$ cat src/rtl/sis_pkg.sv
// ----------------------------------------------------------------------------
// sis_pkg
// Shared types and constants of the segmented insertion sorter.
// ----------------------------------------------------------------------------
`default_nettype none

package sis_pkg;

  localparam int unsigned MaxGroupDef = 64;
  localparam int unsigned KeyBitsDef  = 16;
  localparam int unsigned LsW         = 16;
  localparam int unsigned PayloadW    = 64;
  localparam int unsigned NumPayload  = 4;

  typedef enum logic [1:0] {
    ST_IDLE,
    ST_SHIFT,
    ST_PLACE,
    ST_EMIT
  } sis_state_e;

  typedef struct packed {
    logic we;
    logic re;
  } sis_mem_ctl_t;

endpackage

`default_nettype wire

$ cat src/rtl/sis_ctrl.sv
// ----------------------------------------------------------------------------
// sis_ctrl
// Insertion and emission sequencer: shifts larger records up one slot per
// cycle, places the new record, and reads the group out in order.
// ----------------------------------------------------------------------------
`default_nettype none

module sis_ctrl
  import sis_pkg::*;
#(
  parameter int unsigned MaxGroup = MaxGroupDef,
  parameter int unsigned KeyBits  = KeyBitsDef,
  parameter int unsigned AddrW    = $clog2(MaxGroupDef),
  parameter int unsigned CntW     = $clog2(MaxGroupDef + 1),
  parameter int unsigned DataW    = KeyBitsDef + NumPayload * PayloadW
) (
  input  logic               clk_i,
  input  logic               rst_ni,
  input  logic               start,
  input  logic [DataW-1:0]   rec_i,
  input  logic               group_end_i,
  output logic               busy,
  output sis_mem_ctl_t       mem_ctl_o,
  output logic [AddrW-1:0]   waddr_o,
  output logic [AddrW-1:0]   raddr_o,
  output logic [DataW-1:0]   wdata_o,
  input  logic [DataW-1:0]   rdata_i,
  output logic               out_valid_o,
  output logic               out_last_o,
  output logic               out_drop_o
);

  sis_state_e       state_q, state_d;
  logic [CntW-1:0]  fill_q, fill_d;
  logic             drop_q, drop_d;
  logic [AddrW-1:0] ptr_q, ptr_d;
  logic [DataW-1:0] rec_q, rec_d;
  logic             end_q, end_d;
  logic             vld_q, vld_d;
  logic             last_q, last_d;
  logic             odrop_q, odrop_d;

  logic [KeyBits-1:0] rd_key;
  logic [KeyBits-1:0] new_key;
  logic [CntW-1:0]    fill_dec;
  logic               emit_last;

  assign rd_key    = rdata_i[DataW-1 -: KeyBits];
  assign new_key   = rec_q[DataW-1 -: KeyBits];
  assign fill_dec  = fill_q - CntW'(1);
  assign emit_last = (CntW'(ptr_q) + CntW'(1)) == fill_q;

  always_ff @(posedge clk_i or negedge rst_ni) begin
    if (!rst_ni) begin
      state_q <= ST_IDLE;
      fill_q  <= '0;
      drop_q  <= 1'b0;
      vld_q   <= 1'b0;
    end else begin
      state_q <= state_d;
      fill_q  <= fill_d;
      drop_q  <= drop_d;
      vld_q   <= vld_d;
    end
  end

  always_ff @(posedge clk_i) begin
    ptr_q   <= ptr_d;
    rec_q   <= rec_d;
    end_q   <= end_d;
    last_q  <= last_d;
    odrop_q <= odrop_d;
  end

  always_comb begin
    state_d   = state_q;
    fill_d    = fill_q;
    drop_d    = drop_q;
    ptr_d     = ptr_q;
    rec_d     = rec_q;
    end_d     = end_q;
    vld_d     = 1'b0;
    last_d    = last_q;
    odrop_d   = odrop_q;
    mem_ctl_o = '0;
    raddr_o   = ptr_q;
    waddr_o   = ptr_q;
    wdata_o   = rec_q;

    case (state_q)
      ST_IDLE: begin
        if (start) begin
          rec_d = rec_i;
          end_d = group_end_i;
          if (fill_q == CntW'(MaxGroup)) begin
            drop_d = 1'b1;
            ptr_d  = '0;
            if (group_end_i) begin
              state_d = ST_EMIT;
            end
          end else if (fill_q == '0) begin
            ptr_d   = '0;
            state_d = ST_PLACE;
          end else begin
            mem_ctl_o.re = 1'b1;
            raddr_o      = fill_dec[AddrW-1:0];
            ptr_d        = fill_dec[AddrW-1:0];
            state_d      = ST_SHIFT;
          end
        end
      end

      ST_SHIFT: begin
        mem_ctl_o.we = 1'b1;
        waddr_o      = ptr_q + AddrW'(1);
        if (rd_key > new_key) begin
          wdata_o = rdata_i;
          if (ptr_q == '0) begin
            state_d = ST_PLACE;
          end else begin
            mem_ctl_o.re = 1'b1;
            raddr_o      = ptr_q - AddrW'(1);
            ptr_d        = ptr_q - AddrW'(1);
          end
        end else begin
          wdata_o = rec_q;
          fill_d  = fill_q + CntW'(1);
          ptr_d   = '0;
          state_d = end_q ? ST_EMIT : ST_IDLE;
        end
      end

      ST_PLACE: begin
        mem_ctl_o.we = 1'b1;
        waddr_o      = ptr_q;
        wdata_o      = rec_q;
        fill_d       = fill_q + CntW'(1);
        ptr_d        = '0;
        state_d      = end_q ? ST_EMIT : ST_IDLE;
      end

      ST_EMIT: begin
        mem_ctl_o.re = 1'b1;
        raddr_o      = ptr_q;
        vld_d        = 1'b1;
        last_d       = emit_last;
        odrop_d      = drop_q;
        if (emit_last) begin
          fill_d  = '0;
          drop_d  = 1'b0;
          state_d = ST_IDLE;
        end else begin
          ptr_d = ptr_q + AddrW'(1);
        end
      end

      default: begin
        state_d = ST_IDLE;
      end
    endcase
  end

  assign busy        = state_q != ST_IDLE;
  assign out_valid_o = vld_q;
  assign out_last_o  = last_q;
  assign out_drop_o  = odrop_q;

endmodule

`default_nettype wire

$ cat config.mk
export PLATFORM = sky130hd
export DESIGN_NAME = sis_ctrl
export DESIGN_NICKNAME = d
export VERILOG_FILES = /design/src/rtl/sis_pkg.sv /design/src/rtl/sis_ctrl.sv
export SDC_FILE = /design/constraint.sdc
export NUM_CORES = 1
export LEC_CHECK = 0
export ABC_AREA = 1
export BUFFER_PORTS_ARGS = -buffer_cell sky130_fd_sc_hd__buf_4
export CORE_AREA = 2 2 323 325
export CTS_BUF_LIST = sky130_fd_sc_hd__clkbuf_8
export DETAILED_ROUTE_END_ITERATION = 6
export DIE_AREA = 0 0 325 327
export SYNTH_ARGS = -nofsm -noshare
export SYNTH_HDL_FRONTEND = slang
export SYNTH_SLANG_ARGS = --single-unit
$ cat constraint.sdc
create_clock -name clk_i -period 26.7 [get_ports clk_i]
set_input_delay 4.005 -clock clk_i [delete_from_list [all_inputs] [get_ports clk_i]]
set_output_delay 4.005 -clock clk_i [all_outputs]
set_load 0.03 [all_outputs]
==> results.md, run 1 <==
* Synth unique cells at 40
* Crit Reg-Reg Startpoint: state_q[0]$_DFFE_PN0P_
* Ports at 838
* Syn_area_per_cell at a little over 9 sq um
* Vias in the first global route at between 10k and 15k
* DRT Wirelength at 75.2 mm
* CORE AREA at 103,000 sq um
* Postcts setup bufs at 0
* Max Transition Viols Final at 0
* Syn nets at 2,054
* Worst slew pin tran at ~0.97 ns
* Hold Fails Final Rpt at 0
* Most frequent cells in the layout: 877 x nand2_1, 845 x buf_4, 281 x edfxtp_1
* Worst R2R Path Depth at 6
* Max-Cap Viols at 0
* Hold depth at 0
* Most Frequent Cell on Critical Path: nand2_1
* Worst-Skew Late Latency at 0.73 ns
* Total Routing Usage GR at 0.135
* Status: finished clean
* Initial antenna violation count at 17
* Drt first pass iters at 6
* Gate Count Post-Synth at ~1.5k
* Final nets at 2,891
* DRT iter0 DRCs at between 700 and 800
* Routed length per placed instance at between 20 and 25 um
* Clock Skews at between 0.06 and 0.07 ns
* Sequential area share after synthesis at 0.629
* CTS root buffer: clkbuf_8
* Clock slew at reported path FFs at approximately 0.050 ns
* H-tree depth at 2
* Layout overhead on the synthesized area at 64.1%
* M3 GR Usage at 0.0359
* Syn. warnings at 0
* Port bufs at between 800 and 900
* Initial Utilization at 0.135
* Setup TNS at 0 ns
* Seq. cell area at between 8000 and 9000 sq um
* Chip height at 327 um
* Min Hold Slack at between 0.4 and 0.5 ns
* Type of origin of the critical path: input port
* Setup crit end kind: primary output
* Pwr dens at approximately 110 nW/um^2
* R2R Setup Slk at approximately 23 ns
* Req. time, crit path at 22.69 ns
* Filler Cell Count at approximately 11k
* Final HPWL DP at roughly 61 mm
* Rel. slew slack at 0.351
* Fin crit period at 12.28 ns
* Flops & latches, synth at 292
* Largest net degree at the start of global routing at between 100 and 150
* Fraction of layout cells with a size suffix above 1 at 0.404
* Hold WC Path Type: register to register
* DR DRC count at 0
* Critical Path Source: rdata_i[256]
* Post-cts hold buffer count at 0
* Post-Syn Area at approximately 14,000 sq um
* Global-route wire length before repair at just over 100 mm
* Vias per inst at 3.62
* RR Endpoint: rec_q[239]$_DFFE_PP_
* Area occupied by multi-input gates at 4540 sq um
* Static leakage at 10.7 nW
* CTS tree: yes
* Post-route ant nets at 0
* Met1 usage at 0.171
* Worst vdd ir at about 0.000073 V
* Vias at roughly 14k
* Critical Path AT at 8.27 ns
* Global routing met2 resource utilization at 0.219
* Worst-path fanout max at between 90 and 100
* Critical Path Sink: wdata_o[126]
* Die width at approximately 330 um
* Clock sink count at around 290
* Setup CP Type: input port to primary output
* Most common cell after layout, fill and taps aside: nand2_1
* Overflow after GRT at 0
* Setup violators final at 0
* Clk buf depth at 3
* # resized after CTS at 0
* Crit path cell chain: buf_4 -> inv_1 -> ha_1 -> inv_1 -> nand2_1 -> nand2_1 -> nand2_1 -> nand2_1 -> nand2_1 -> nand2_1 -> nand2_1 -> nand2_1 -> nand3_4 -> inv_8 -> buf_4 -> buf_4 -> nand2_1 -> nand2_1 -> buf_4
* Die area at between 100,000 and 150,000 sq um
* Tcrit/Tclk final at 0.460
* Fmax at 0.0815 GHz
* Row cnt at 118
* GR peak layer: met2
* GPL Wtd Cong at roughly 0.9
* Number of CTS-inserted buffers at 58
* Slowest-stage cell, CP: buf_4
* Slowest cell delay on critical path at approximately 0.73 ns
* RSZ-0062 raised after global routing: false
## where the power goes
part | leakage [nW] | internal [mW] | switching [mW] | total [mW]
clock network | 0.657 | 0.250 | 0.217 | 0.467
logic | 7.29 | 0.386 | 0.874 | 1.26
registers | 2.77 | 0.629 | 0.0483 | 0.677
total | 10.7 | 1.26 | 1.14 | 2.40
## Yosys cell counts
cell type	n	share of area
nand2_1	877	0.24
edfxtp_1	281	0.61
inv_1	55	0.015
buf_2	50	0.018
o21ai_0	35	0.013
ha_1	25	0.023
nor2_1	22	0.0060
nand3_1	20	0.0072
a21oi_1	15	0.0054
clkbuf_1	11	0.0030
dfrtp_1	11	0.020
nand4_1	10	0.0045
xor2_1	10	0.0063
nand2_2	8	0.0036
buf_4	5	0.0027
inv_2	4	0.0011
nor3_1	4	0.0014
o21ai_2	4	0.0025
o21ai_1	3	0.0011
o21bai_1	3	0.0016
o22ai_1	3	0.0014
inv_4	2	0.00090
nand3_2	2	0.0014
nand3b_1	2	0.0011
nor2_2	2	0.00090
nor3_2	2	0.0014
o211ai_1	2	0.0011
a211oi_1	1	0.00054
a21o_1	1	0.00054
a21oi_2	1	0.00063
buf_1	1	0.00027
buf_12	1	0.0014
buf_6	1	0.00081
nand2_4	1	0.00081
nand3_4	1	0.0013
nor2_8	1	0.0014
nor3b_1	1	0.00054
o2111ai_1	1	0.00063
o31ai_1	1	0.00054
xnor2_1	1	0.00063
## cell type report
type	count	share of cell area
diodes	2	0.000220
clock buffers	61	0.0369
clock inverters	40	0.0130
inverters	61	0.0108
multi-input cells	1059	0.200
flip-flops and latches	292	0.383
well taps	1380	0.0760
repair buffers	846	0.280
## logic make-up after synthesis
family | count (synthesis) | synth area share
simple gates | 953 | 0.269
flops | 292 | 0.629
buf+inv | 130 | 0.0432
compound gates | 70 | 0.0286
fa+ha+maj | 25 | 0.0226
xor+xnor | 11 | 0.00696
## worst min path at each step
| stage | to | from | slack [ns] |
|---|---|---|---|
| finish | out_drop_o$_DFFE_PP_ | drop_q$_DFFE_PN0P_ | 0.47 |
| global route | out_drop_o$_DFFE_PP_ | drop_q$_DFFE_PN0P_ | 0.48 |
| CTS | out_drop_o$_DFFE_PP_ | drop_q$_DFFE_PN0P_ | 0.47 |
| detailed placement | out_drop_o$_DFFE_PP_ | drop_q$_DFFE_PN0P_ | 0.46 |
| global placement | out_drop_o$_DFFE_PP_ | drop_q$_DFFE_PN0P_ | 0.46 |
| floorplan | out_drop_o$_DFFE_PP_ | drop_q$_DFFE_PN0P_ | 0.43 |
## sequential cells by signal (all words and copies together) (netlist names)
register / flops
rec_q: 272
fill_q: 7
ptr_q: 6
state_q: 2
drop_q: 1
end_q: 1
out_drop_o: 1
out_last_o: 1
out_valid_o: 1
## worst max-delay path, delay by kind of cell
kind,cells,cell delay (ns)
buf+inv,7,2.48
simple gates,11,1.32
fa+ha+maj,1,0.23
## metal layers
| metal | routed length, um | vias to the layer above |
|---|---|---|
| met5 | 53 | - |
| met4 | 2570 | 8 |
| met3 | 5670 | 103 |
| met2 | 35300 | 662 |
| met1 | 31700 | 6306 |
| li1 | - | 6480 |
## metrics by stage
step	instance area, sq um	utilization	power (mW)	setup WS, ns	std cells
floorplan	13800	-	1.42	12.25	1481
global route	22700	0.221	2.54	13.98	3739
global placement	21600	0.210	1.97	14.19	3638
CTS	22700	0.221	2.45	14.30	3739
finish	22700	0.221	2.40	14.42	3741
detailed placement	21600	0.210	1.97	14.31	3638
No activity file was read; power rests on OpenSTA's default activity.
==> run 2: changes to the inputs <==
Settings changed: ABC_AREA 1 to 0.
Clock period 26.7 ns to 12.7 ns, I/O delays scaled along.
==> run 2 against run 1 <==
Synthesized cell count is 41% lower. Die area unchanged. Hold slack improved by 0.0055 ns. Total power increased by 100%. Critical path type unchanged.
==> results.md, run 2 <==
* Clk buf depth at 3 (unchanged)
* DRT Wirelength at 72.1 mm (-4.2%)
* Pwr dens at 208 nW/um^2 (+97%)
* Largest registers: rec_q (272), fill_q (7), ptr_q (6)
* Global-route wire length before repair at 93.3 mm (-7.9%)
* Largest net degree at the start of global routing at 109 (-13%)
* H-tree depth at 2 (unchanged)
* CTS tree: yes
* Hold Fails Final Rpt at 0 (unchanged)
* GPL Wtd Cong at 0.829 (-9.8%)
* Worst vdd ir at 0.000121 V (+66%)
* Setup CP Type: input port to primary output
* Post-cts hold buffer count at 0 (unchanged)
* Die width at 325 um (unchanged)
* Number of CTS-inserted buffers at 56 (-3.4%)
* Hold WC Path Type: register to register
* CTS root buffer: clkbuf_8
* Type of origin of the critical path: input port
* Port bufs at 837 (unchanged)
* Rel. slew slack at 0.260 (-0.0912)
* Fmax at approximately 0.13 GHz
* Seq. cell area at 8710 sq um (unchanged)
* Post-synth EDFFs at 281 (unchanged)
* Sequential area share after synthesis at 0.592 (-0.0376)
* Worst slew pin tran at 1.11 ns (+0.137 ns)
* Worst-Skew Late Latency at 0.69 ns (-0.04 ns)
* Largest register FFs at 272 (unchanged)
* Biggest register: rec_q
* # resized after CTS at 0 (unchanged)
* Worst-path fanout max at 108 (+19%)
* Max-Cap Viols at 0 (unchanged)
* Vias at 11.1k (-18%)
* Vias in the first global route at 11.4k (-15%)
* Clock slew at reported path FFs at 0.05 ns (about the same)
* Asr flop ratio synth at 0.0377 (unchanged)
* Static leakage at 9.93 nW (-7.3%)
* Max Transition Viols Final at 0 (unchanged)
* Tcrit/Tclk final at 0.625
* Clock sink count at 292 (unchanged)
* Synth top cells by count: 281 x edfxtp_1, 237 x mux2_4, 38 x nand2_1
* Synth Flop Type: edfxtp_1
* Fraction of layout cells with a size suffix above 1 at 0.670 (+0.266)
* Overflow after GRT at 0 (unchanged)
* Vias per inst at 3.54 (-2.2%)
* DR DRC count at 0 (unchanged)
* Dpl cell area at 22,400 sq um (+3.7%)
* Count leader, synth: edfxtp_1
* End-of-flow core utilization at 0.228 (+0.00697)
* Setup crit end kind: primary output
* Final HPWL DP at 60.4 mm (-1.7%)
* Ports at 838 (unchanged)
* Req. time, crit path at 10.80 ns (-11.89 ns)
* Row cnt at 118 (unchanged)
* Most frequent cells in the layout: 843 x buf_4, 281 x edfxtp_1, 237 x mux2_4
* Layout overhead on the synthesized area at 59.2%
* Synth area leader: edfxtp_1
* Post-Syn Area at 14,700 sq um (+6.4%)
* Fin crit period at a little under 8 ns
* Setup violators final at 0 (unchanged)
* CORE AREA at 103,000 sq um (unchanged)
* RSZ-0062 raised after global routing: false
* Synth unique cells at 60 (+50%)
* Initial Utilization at 0.143 (+0.00855)
* Drt first pass iters at 5 (-1)
* Syn_area_per_cell at 16.9 sq um (+81%)
* DRT iter0 DRCs at 600 (-21%)
* Status: finished clean
* Filler Cell Count at 10.9k (-3.3%)
* Most common cell after layout, fill and taps aside: buf_4
* Final Cell Area at 23,400 sq um (+3.2%)
* Syn nets at 1,444 (-30%)
* Die area at 106,000 sq um (unchanged)
* Area occupied by multi-input gates at 5450 sq um (+20%)
* Critical Path AT at 6.03 ns (-2.24 ns)
* Setup TNS at 0 ns (unchanged)
* Syn. warnings at 0 (unchanged)
* Gate Count Post-Synth at 871 (-41%)
* Synth area leaders: edfxtp_1 57%, mux2_4 24%, ha_1 2.1%
* Initial antenna violation count at 10 (-7)
* Synth top area share at 0.573 (-0.0364)
* Routed length per placed instance at 22.9 um (+14%)
* Post-route ant nets at 0 (unchanged)
* Total Routing Usage GR at 0.127 (-0.00746)
* Final nets at 2,296 (-21%)
* Power, Total at 4.88 mW (+100%)
* Flops & latches, synth at 292 (unchanged)
* Clock Skews at 0.0207 ns (-0.0430 ns)
* Chip height at 327 um (unchanged)
* Postcts setup bufs at 0 (unchanged)
-- run 2: cells by family (layout without fill, tap and decap cells) --
family / count (synthesis) / in the layout / share of synthesized area
compound gates: 90 / 90 / 0.0421
other cells: 0 / 2 / 0
buf+inv: 80 / 969 / 0.0391
mux: 259 / 259 / 0.258
flops: 292 / 292 / 0.592
xor+xnor: 22 / 22 / 0.0131
fa+ha+maj: 25 / 25 / 0.0212
simple gates: 103 / 103 / 0.0346
-- run 2: report_power, final --
part | internal (mW) | switching [mW] | leakage (nW)
clock | 0.492 | 0.440 | 0.604
combinational | 1.01 | 1.49 | 6.58
sequential | 1.33 | 0.120 | 2.75
-- run 2: metal layers --
layer | up-vias | wire [um] | share of wire | track usage
met4 | 10 | 1190 | 0.017 | 0.0302
li1 | 5049 | - | - | -
met1 | 5404 | 29800 | 0.41 | 0.156
met3 | 72 | 6480 | 0.090 | 0.0472
met2 | 600 | 34500 | 0.48 | 0.212
met5 | - | 60 | 0.00083 | 0
-- run 2: path summary, 6_finish.rpt --
path                                       from               endpoint  slack (ns)  depth (start not counted)
hold reg to reg              drop_q$_DFFE_PN0P_   out_drop_o$_DFFE_PP_        0.48                          0
min in group asynchronous                rst_ni  fill_q[4]$_DFFE_PN0P_        1.05                          1
setup reg to reg           rec_q[271]$_DFFE_PP_  fill_q[6]$_DFFE_PN0P_        9.10                          9
setup / recovery                   rdata_i[263]           wdata_o[173]        4.77                         10
max in group asynchronous                rst_ni     drop_q$_DFFE_PN0P_       11.48                          1
hold / removal               drop_q$_DFFE_PN0P_   out_drop_o$_DFFE_PP_        0.48                          0
-- run 2: per-stage QoR --
step	std cells	hold WS (ns)	setup WS [ns]
after detailed placement	3045	0.462	4.72
after floorplan	871	0.448	4.83
after global routing	3141	0.489	4.51
after global placement	3045	0.460	4.79
final	3142	0.478	4.77
after CTS	3140	0.476	4.71
-- run 2: cell type report --
class / count / area share
sequential: 292 / 0.372
multi-input combinational: 499 / 0.232
tap: 1380 / 0.0737
clock inverter: 39 / 0.0125
timing repair buffer: 845 / 0.272
clock buffer: 56 / 0.0329
antenna: 2 / 0.000213
inverter: 29 / 0.00496
-- run 2: worst max-delay path: stages --
cell	delay (ns)
buf_4	0.14
ha_1	0.32
nand4_1	0.22
nor4_1	0.32
a21boi_1	0.30
o311a_4	0.82
buf_4	0.55
buf_12	0.55
mux2_4	0.41
buf_4	0.19
==> run 3: changes to the inputs <==
Clock period 12.7 ns to 6.7 ns, I/O delays scaled along.
==> run 3 against run 2 <==
Core utilization grew 0.14 points. Via count is 1.2% higher. Final cell count is 0.70% higher. Non-clock buffer count grew 11. Sequential power up 90%. Total power up 89%. Sequential share of layout area fell by 0.23 points. Flip-flop and latch count stayed put. Design area increased by 0.64%. Clock power is 94% higher. Setup slack worse by 3.4 ns. Largest cell class unchanged. Highest routed layer unchanged.
==> results.md, run 3 (same netlist as run 2, synthesis figures left out) <==
* DRT Wirelength at 73.6 mm (+2.1%)
* Pwr dens at 391 nW/um^2 (+88%)
* Max-Cap Viols at 0 (unchanged)
* Post-route ant nets at 0 (unchanged)
* Rel. slew slack at 0.363 (+0.102)
* Largest registers: rec_q (272), fill_q (7), ptr_q (6)
* Final nets at 2,309 (+0.57%)
* Setup violators final at 0 (unchanged)
* RSZ-0062 raised after global routing: false
* Final WS setup at 1.42 ns (-3.35 ns)
* Static leakage at 10.0 nW (+0.73%)
* Dpl cell area at 22,500 sq um (+0.49%)
* Worst-path fanout max at 53 (-51%)
* DR DRC count at 0 (unchanged)
* Placed cells at 3,056 (+0.36%)
* Tcrit/Tclk final at 0.789
* CTS root buffer: clkbuf_8
* Initial antenna violation count at 20 (+10)
* Final HPWL DP at 62.0 mm (+2.6%)
* Setup crit end kind: primary output
* Postcts setup bufs at 0 (unchanged)
* Largest register FFs at 272 (unchanged)
* Die area at 106,000 sq um (unchanged)
* Setup TNS at 0 ns (unchanged)
* CORE AREA at 103,000 sq um (unchanged)
* Hold Fails Final Rpt at 0 (unchanged)
* Critical Path AT at 4.28 ns (-1.75 ns)
* Status: finished clean
* Min Hold Slack at 0.137 ns (-0.342 ns)
* Ports at 838 (unchanged)
* Port bufs at 837 (unchanged)
* Crit path cell chain: buf_4 -> ha_1 -> nand4_1 -> nor4_1 -> a21boi_1 -> o311a_4 -> buf_12 -> buf_12 -> mux2_4 -> buf_4
* GPL Wtd Cong at 0.859 (+3.6%)
* Largest net degree at the start of global routing at 96 (-12%)
* Worst R2R Path Depth at 6 (-3)
* Routed length per placed instance at 23.3 um (+1.4%)
* Post-cts hold buffer count at 0 (unchanged)
* Layout overhead on the synthesized area at 60.2%
* Worst slew pin tran at 0.946 ns (-0.164 ns)
* Worst vdd ir at 0.000188 V (+55%)
* Overflow after GRT at 0 (unchanged)
* Req. time, crit path at 5.69 ns (-5.11 ns)
* Vias in the first global route at 11.3k (-0.81%)
* R2R Setup Slk at 3.31 ns (-5.79 ns)
* Power, Total at 9.22 mW (+89%)
* Biggest register: rec_q
* End-of-flow core utilization at 0.229 (+0.00145)
* Clock slew at reported path FFs at 0.07 ns (+0.02 ns)
* Buf/Inv on CP at 4 (unchanged)
* Crit path max-delay family: buffers and inverters
* Clock Skews at 0.0263 ns (+0.00559 ns)
* Critical Path Source: rdata_i[271]
* Vias at 11.3k (+1.2%)
* Vias per inst at 3.56 (+0.54%)
* DRT iter0 DRCs at 659 (+9.8%)
* H-tree depth at 2 (unchanged)
* Initial Utilization at 0.143 (unchanged)
* Type of origin of the critical path: input port
* Fin crit period at ~5.3 ns
* Total Routing Usage GR at 0.130 (+0.00299)
* Most frequent cells in the layout: 852 x buf_4, 281 x edfxtp_1, 237 x mux2_4
* Chip height at 327 um (unchanged)
* Hold WC Path Type: input port to async pin
* Max Transition Viols Final at 0 (unchanged)
* Crit Reg-Reg Startpoint: state_q[1]$_DFFE_PN0P_
* Die width at 325 um (unchanged)
* Slowest-stage cell, CP: o311a_4
* Global-route wire length before repair at 94.8 mm (+1.6%)
* Pre-CTS worst setup slack at 1.41 ns (-3.30 ns)
* Fraction of layout cells with a size suffix above 1 at 0.670 (about the same)
* Final Cell Area at 23,600 sq um (+0.64%)
* Worst-Skew Late Latency at 0.69 ns (about the same)
* Slowest cell delay on critical path at 0.60 ns (-0.22 ns)
* RR Endpoint: rec_q[67]$_DFFE_PP_
* Most common cell after layout, fill and taps aside: buf_4
* Number of CTS-inserted buffers at 58 (+3.6%)
* Drt first pass iters at 5 (unchanged)
* # resized after CTS at 0 (unchanged)
* Final non-filler cell total at 3,164 (+0.70%)
* Fmax at ~0.19 GHz
* Clk buf depth at 3 (unchanged)
* Row cnt at 118 (unchanged)
* Clock sink count at 292 (unchanged)
* Setup CP Type: input port to primary output
* CTS tree: yes
-- run 3: cell types whose count changed in the layout (fill, tap and decap cells not counted) --
| cell | change |
|---|---|
| clkinvlp_4 | +3 |
| clkinv_8 | -1 |
| o31ai_2 | +1 |
| o31ai_1 | -1 |
| buf_4 | +9 |
| buf_12 | +2 |
| bufinv_16 | -1 |
| inv_8 | -2 |
| inv_1 | -1 |
| clkinv_2 | +1 |
| diode_2 | -1 |
| clkbuf_8 | +4 |
| clkinv_1 | +10 |
| clkinv_4 | -1 |
-- run 3: power breakdown --
part	internal [mW]	switching (mW)	total (mW)
logic	1.92	2.73	4.66
registers	2.51	0.248	2.76
clock network	0.944	0.863	1.81
total	5.38	3.84	9.22
-- run 3: worst reg2reg max path: stages (launching register included) --
cell and delay (ns):
dfrtp_1 0.40, inv_1 0.10, ha_1 0.74, nand2_1 0.32, clkinvlp_4 0.15, buf_4 0.41, buf_4 0.82
-- run 3: worst max path at each step --
stage / to / slack, ns / cells after the start
after floorplan: end_q$_DFFE_PP_ / 1.13 / 2
after global placement: wdata_o[194] / 1.51 / 10
after detailed placement: wdata_o[194] / 1.41 / 10
after CTS: wdata_o[194] / 1.37 / 10
after global routing: wdata_o[194] / 1.18 / 10
final: wdata_o[194] / 1.42 / 10
-- run 3: routing by layer --
metal | routed length, um | track usage | share of wire | up-vias
met5 | 172 | 0 | 0.0023 | -
met4 | 1340 | 0.0318 | 0.018 | 28
met3 | 8290 | 0.0612 | 0.11 | 90
met2 | 34800 | 0.214 | 0.47 | 644
met1 | 29000 | 0.154 | 0.39 | 5426
li1 | - | - | - | 5085
-- run 3: final cells by class --
cell class / count / area [sq um]
fillers: 10900 / 79300
flip-flops and latches: 292 / 8710
repair buffers: 856 / 6480
multi-input cells: 499 / 5460
well taps: 1380 / 1730
clock buffers: 60 / 826
clock inverters: 47 / 280
inverters: 29 / 113
diodes: 1 / 2.50
